### config.mk
export PLATFORM = sky130hd
export DESIGN_NAME = insertion_sorter_core_flat
export DESIGN_NICKNAME = d
export VERILOG_FILES = /design/src/rtl/core/ins_sort_pkg.sv /design/src/rtl/core/ins_sort_in_if.sv /design/src/rtl/core/ins_sort_out_if.sv /design/src/rtl/core/ins_sort_ctrl.sv /design/src/rtl/core/ins_sort_datapath.sv /design/src/rtl/core/insertion_sorter_core.sv /design/src/flat_wrapper.sv
export SDC_FILE = /design/constraint.sdc
export NUM_CORES = 2
export LEC_CHECK = 0
export BUFFER_PORTS_ARGS = -buffer_cell sky130_fd_sc_hd__buf_2
export CAP_MARGIN = 30
export CELL_PAD_IN_SITES_DETAIL_PLACEMENT = 0
export CELL_PAD_IN_SITES_GLOBAL_PLACEMENT = 2
export CORE_MARGIN = 8
export CORE_UTILIZATION = 43
export DETAILED_ROUTE_END_ITERATION = 8
export GPL_TIMING_DRIVEN = 0
export PLACE_DENSITY_LB_ADDON = 0.25
export SYNTH_ARGS = -nofsm -noshare
export SYNTH_HDL_FRONTEND = slang
export SYNTH_HIERARCHICAL = 1
export SYNTH_SLANG_ARGS = --single-unit
### constraint.sdc
create_clock -name clk -period 5.8 [get_ports clk]
set_input_delay 0.29 -clock clk [delete_from_list [all_inputs] [get_ports clk]]
set_output_delay 0.29 -clock clk [all_outputs]
set_load 0.02 [all_outputs]
### src/rtl/core/ins_sort_pkg.sv
`timescale 1ns / 1ps
// ----------------------------------------------------------------------------
// ins_sort_pkg
// Shared constants, types and state encoding for the insertion sorter.
// ----------------------------------------------------------------------------
package ins_sort_pkg;

  localparam int DEPTH   = 16;
  localparam int VALUE_W = 32;
  localparam int CNT_W   = $clog2(DEPTH + 1);

  typedef logic signed [VALUE_W-1:0] value_t;
  typedef logic [CNT_W-1:0]          count_t;

  typedef enum logic {
    ST_LOAD,
    ST_EMIT
  } state_t;

  // controller -> datapath
  typedef struct packed {
    logic insert;
    logic pop;
  } cmd_t;

  // datapath -> controller
  typedef struct packed {
    logic last_one;
  } status_t;

endpackage

### src/rtl/core/ins_sort_in_if.sv
`timescale 1ns / 1ps
// ----------------------------------------------------------------------------
// ins_sort_in_if
// Input channel: one element of a set per transaction.
// ----------------------------------------------------------------------------
interface ins_sort_in_if;
  logic                valid;
  logic                ready;
  logic signed [31:0]  value;
  logic                last;

  modport source (output valid, output value, output last, input ready);
  modport sink   (input valid, input value, input last, output ready);
endinterface

### src/rtl/core/ins_sort_out_if.sv
`timescale 1ns / 1ps
// ----------------------------------------------------------------------------
// ins_sort_out_if
// Output channel: one sorted element per transaction.
// ----------------------------------------------------------------------------
interface ins_sort_out_if;
  logic                valid;
  logic                ready;
  logic signed [31:0]  sorted_value;
  logic                end_of_set;
  logic                overflowed;

  modport source (output valid, output sorted_value, output end_of_set,
                  output overflowed, input ready);
  modport sink   (input valid, input sorted_value, input end_of_set,
                  input overflowed, output ready);
endinterface

### src/rtl/core/ins_sort_ctrl.sv
`timescale 1ns / 1ps
// ----------------------------------------------------------------------------
// ins_sort_ctrl
// Load/emit sequencer: gates the input while a sorted set drains out.
// ----------------------------------------------------------------------------
module ins_sort_ctrl (
  input  logic                  clk,
  input  logic                  rst,
  input  logic                  item_valid,
  input  logic                  item_last,
  output logic                  item_ready,
  output logic                  result_valid,
  input  logic                  result_ready,
  input  ins_sort_pkg::status_t status,
  output ins_sort_pkg::cmd_t    cmd
);
  import ins_sort_pkg::*;

  state_t state, state_next;

  always_ff @(posedge clk) begin
    if (rst) begin
      state <= ST_LOAD;
    end else begin
      state <= state_next;
    end
  end

  always_comb begin
    state_next = state;
    case (state)
      ST_LOAD: begin
        if (item_valid && item_last) state_next = ST_EMIT;
      end
      ST_EMIT: begin
        if (result_ready && status.last_one) state_next = ST_LOAD;
      end
      default: state_next = ST_LOAD;
    endcase
  end

  always_comb begin
    item_ready   = 1'b0;
    result_valid = 1'b0;
    case (state)
      ST_LOAD: item_ready   = 1'b1;
      ST_EMIT: result_valid = 1'b1;
      default: ;
    endcase
    cmd.insert = item_valid && item_ready;
    cmd.pop    = result_valid && result_ready;
  end

endmodule

### src/rtl/core/ins_sort_datapath.sv
`timescale 1ns / 1ps
// ----------------------------------------------------------------------------
// ins_sort_datapath
// Systolic cell row: parallel compare-and-shift insert, shift-down drain.
// ----------------------------------------------------------------------------
module ins_sort_datapath (
  input  logic                  clk,
  input  logic                  rst,
  input  ins_sort_pkg::cmd_t    cmd,
  input  ins_sort_pkg::value_t  value,
  output ins_sort_pkg::status_t status,
  output ins_sort_pkg::value_t  sorted_value,
  output logic                  end_of_set,
  output logic                  overflowed
);
  import ins_sort_pkg::*;

  value_t       cells [DEPTH];
  value_t       cells_next [DEPTH];
  logic [DEPTH-1:0] above;   // cell is empty or holds a value greater than the new one
  count_t       fill;
  logic         overflow_seen;
  logic         full;

  assign full = (fill == count_t'(DEPTH));

  always_comb begin
    for (int i = 0; i < DEPTH; i++) begin
      above[i] = (count_t'(i) >= fill) || (cells[i] > value);
    end
    for (int i = 0; i < DEPTH; i++) begin
      if (cmd.pop) begin
        cells_next[i] = (i < DEPTH - 1) ? cells[(i < DEPTH - 1) ? i + 1 : i] : cells[i];
      end else if (above[i]) begin
        // first cell above takes the new value, the rest shift up by one
        cells_next[i] = (i > 0 && above[(i > 0) ? i - 1 : 0]) ? cells[(i > 0) ? i - 1 : 0]
                                                              : value;
      end else begin
        cells_next[i] = cells[i];
      end
    end
  end

  always_ff @(posedge clk) begin
    if (cmd.pop || (cmd.insert && !full)) begin
      for (int i = 0; i < DEPTH; i++) begin
        cells[i] <= cells_next[i];
      end
    end
  end

  always_ff @(posedge clk) begin
    if (rst) begin
      fill          <= '0;
      overflow_seen <= 1'b0;
    end else if (cmd.pop) begin
      fill <= fill - count_t'(1);
      if (fill == count_t'(1)) overflow_seen <= 1'b0;
    end else if (cmd.insert) begin
      if (full) begin
        overflow_seen <= 1'b1;
      end else begin
        fill <= fill + count_t'(1);
      end
    end
  end

  assign status.last_one = (fill == count_t'(1));
  assign sorted_value    = cells[0];
  assign end_of_set      = status.last_one;
  assign overflowed      = overflow_seen;

endmodule

### src/rtl/core/insertion_sorter_core.sv
`timescale 1ns / 1ps
// Insertion sorter: one element accepted per cycle while loading; each element is
// placed in the same cycle by a compare-and-shift across all cells of the row.
// The first sorted result is valid the cycle after the last element is taken, then
// one result per unstalled cycle; a set of n elements drains as min(n, 16) results.
// Input is held off while a set drains. Reset (rst, synchronous) clears the fill
// count, the overflow flag and the sequencer; cell contents are not cleared.
// ----------------------------------------------------------------------------
// insertion_sorter_core
// Top level: sequencer plus cell-row datapath behind two stream channels.
// ----------------------------------------------------------------------------
module insertion_sorter_core (
  input logic       clk,
  input logic       rst,
  ins_sort_in_if.sink    item,
  ins_sort_out_if.source result
);
  import ins_sort_pkg::*;

  cmd_t    cmd;
  status_t status;
  value_t  sorted_value;

  ins_sort_ctrl u_ctrl (
    .clk          (clk),
    .rst          (rst),
    .item_valid   (item.valid),
    .item_last    (item.last),
    .item_ready   (item.ready),
    .result_valid (result.valid),
    .result_ready (result.ready),
    .status       (status),
    .cmd          (cmd)
  );

  ins_sort_datapath u_datapath (
    .clk          (clk),
    .rst          (rst),
    .cmd          (cmd),
    .value        (item.value),
    .status       (status),
    .sorted_value (sorted_value),
    .end_of_set   (result.end_of_set),
    .overflowed   (result.overflowed)
  );

  assign result.sorted_value = sorted_value;

endmodule
### src/flat_wrapper.sv
// flat-port wrapper written by rule: the top's interface ports become plain ports
module insertion_sorter_core_flat import ins_sort_pkg::*;
  (clk, rst, item_valid, item_value, item_last, item_ready, result_valid, result_sorted_value, result_end_of_set, result_overflowed, result_ready);
  ins_sort_in_if item_i ();
  ins_sort_out_if result_i ();
  input logic clk;
  input logic rst;
  input wire logic [$bits(item_i.valid)-1:0] item_valid;
  input wire logic [$bits(item_i.value)-1:0] item_value;
  input wire logic [$bits(item_i.last)-1:0] item_last;
  output wire logic [$bits(item_i.ready)-1:0] item_ready;
  output wire logic [$bits(result_i.valid)-1:0] result_valid;
  output wire logic [$bits(result_i.sorted_value)-1:0] result_sorted_value;
  output wire logic [$bits(result_i.end_of_set)-1:0] result_end_of_set;
  output wire logic [$bits(result_i.overflowed)-1:0] result_overflowed;
  input wire logic [$bits(result_i.ready)-1:0] result_ready;
  assign item_i.valid = item_valid;
  assign item_i.value = item_value;
  assign item_i.last = item_last;
  assign item_ready = item_i.ready;
  assign result_valid = result_i.valid;
  assign result_sorted_value = result_i.sorted_value;
  assign result_end_of_set = result_i.end_of_set;
  assign result_overflowed = result_i.overflowed;
  assign result_i.ready = result_ready;
  insertion_sorter_core u_core (.clk(clk), .rst(rst), .item(item_i), .result(result_i));
endmodule
==> flow_summary.toml <==
[synth]
ys.flop_type = "edfxtp_1"
syn_avg_cell_area_um2 = 10.1
syn_nets = 4373
yosys_warnings = 6
async_reset_ff_share_pct = 0
synth_edf_count = 512
syn_area_mm2 = 0.0384
ys_types = 72
syn_inst = 3819
yosysSeqAreaShare_pct = 40.4
ys_ff_latch = 519

[grt]
grt_use_total_pct = 27.9
antenna_found_initial = 0
grt_pass1_wl_um = 208000
grt_max_degree = 33
grt_pass1_vias = 31323
overflow = 0

[critical_path]
max_stage_delay_ns = 0.80
critPathCaptureType = "register"
cp-start-kind = "register"
crit_type = "reg2reg"
worstSetupPathDepth = 8
critPathBufInv = 6
r2r_cells = 8
required_ns = 6.10
crit_chain = "and2_2 > buf_2 > clkbuf_1 > clkbuf_1 > clkbuf_1 > clkbuf_1 > a21o_1 > buf_16"
path_delay_family = "buffers and inverters"
slowest_stage = "a21o_1"
cp.arrival_ns = 5.18
crit_top_cell = "clkbuf_1"
path_max_fanout = 17

[placed_design]
place_hpwl_um = 115000
placed_area_mm2 = 0.0408
port_buffers = 72
gp_congestion = 0.932
place_inst = 5079

[sta]
slew_viol_final = 0
relSlewSlack_pct = 28.6
rsz0062_at_grt = "false"
setup_tns_ns = 0
fin_crit_sh_pct = 84.1
final.setup_skew_ns = 0.0285
setup_viol = 0
hold_viol_final = 0
fin_hold_ws_ns = 0.0483
min_period_ns = 4.88
fmax_ghz = 0.205
worstMarginPinSlew_ns = 1.04

[floorplanning]
die_h_um = 315
num_rows = 109
die_w_um = 315
die_area_mm2 = 0.0992
coreArea_mm2 = 0.0885
initial_core_util_pct = 43.4
pin_count = 73

[layout]
final_cells = 5206
final_nets = 4542
drive_above_1_share_pct = 8.42
mostFrequentLayoutCells = "nand2_1 (536), ha_1 (517), edfxtp_1 (512)"
final_common_cell = "nand2_1"
finish.instance_area_mm2 = 0.0430
area_delta_synth_final_pct = 11.9

[clocking]
cts_tree = "built"
cts_resized = 0
clock_path_buffers = 3
root_buffer = "clkbuf_16"
htree_levels = 3
cts_buffers = 67
clock-sinks = 519
insertion_delay_ns = 0.61
postCtsSetupBuffers = 0
path_clk_slew_ns = 0.06

[power]
ir_drop_v = 0.000203
powerDensity_mw_per_mm2 = 342
leakage_nw = 18.3
p_total_mw = 14.7

[route]
drc = 0
drtIter0Drc = 3473
viasPerCell = 6.17
drtAntennaViolNets = 0
wl_per_cell_um = 27.4
detail_route.wirelength_um = 143000
vias = 32123
dr.pass1.iters = 6

[hold_path]
hold_depth = 2
hold_class = "in2reg"

[flow_run]
drv_cap = 0

[run_status]
status = "complete, no violations"
[final cells by class]
cell class	count	area, um2
fillers	8441	45500
clock buffers	81	1810
inverters	194	728
multi-input cells	2851	21000
diodes	1	2.50
well taps	1165	1460
clock inverters	40	308
plain buffers	255	1300
repair buffers	100	911
flip-flops and latches	519	15500
[flip-flops by register name, summed over array words and instances, names as in the netlist]
name	cells
u_core/u_ctrl/state	1
u_core/u_datapath/overflowed	1
u_core/u_datapath/fill	5
u_core/u_datapath/cells	512
[metrics by stage]
stage	setup WS [ns]	util (%)
after CTS	1.05	48.6
final	0.920	48.6
after floorplan	1.31	-
after detailed placement	0.830	46.1
after global placement	-1.33	45.5
after global routing	0.860	48.6
[power by group]
part	switching [mW]	leakage, nW	internal (mW)
Sequential	0.731	5.04	5.23
Combinational	2.81	12.2	1.74
Clock	1.75	1.04	2.44
Total	5.30	18.3	9.41
[metal layers]
| metal | track usage, % | share of wire [%] | wire length [um] |
|---|---|---|---|
| met1 | 40.5 | 46 | 66000 |
| met5 | 0 | 0 | 0 |
| met4 | 7.56 | 2.7 | 3910 |
| met3 | 2.85 | 6.4 | 9110 |
| met2 | 44.2 | 45 | 63500 |
[synth_stat cells (42+ instances only)]
cell type	number	area share, %
nand2_1	536	5.2
ha_1	517	17
edfxtp_1	512	40
o21ai_0	318	4.1
mux2i_1	288	7.5
a21oi_1	225	2.9
inv_1	194	1.9
clkbuf_1	170	1.7
nand3_1	170	2.2
nand4_1	114	1.9
o311ai_1	103	2.3
nor2_1	78	0.76
a21o_1	66	1.3
buf_4	48	0.94
o21ai_1	42	0.55
[worst reg2reg max path: cells and delay by family, from the launching register on]
| kind | cells | cell delay (ns) |
|---|---|---|
| AO/OA/AOI/OAI | 1 | 0.80 |
| AND/OR/NAND/NOR | 1 | 0.30 |
| flip-flops | 1 | 0.39 |
| buffers and inverters | 6 | 3.07 |
[worst paths after layout]
check | startpoint | to | slack, ns
setup / recovery | u_core/u_ctrl/state | u_core/u_datapath/cells[1][100] | 0.92
hold / removal | rst | u_core/u_datapath/fill[0] | 0.05
setup reg to reg | u_core/u_ctrl/state | u_core/u_datapath/cells[1][100] | 0.92
hold reg to reg | u_core/u_datapath/overflowed | u_core/u_datapath/overflowed | 0.58
[cell families after synthesis]
family,Yosys count,synth area share (%)
adders and majority gates,517,16.8
buffers and inverters,449,5.29
and+or+nand+nor,1061,13.1
muxes,320,8.53
AOI/OAI and AO/OA,949,15.8
xor gates and xnor gates,4,0.0912
DFF,519,40.4
[timing repair]
item,CTS,global route
hold endpoints to repair,1,0
hold buffers,2,0
endpoints found under the setup margin,0,0
Note: power is estimated with default switching activity, not from simulation.
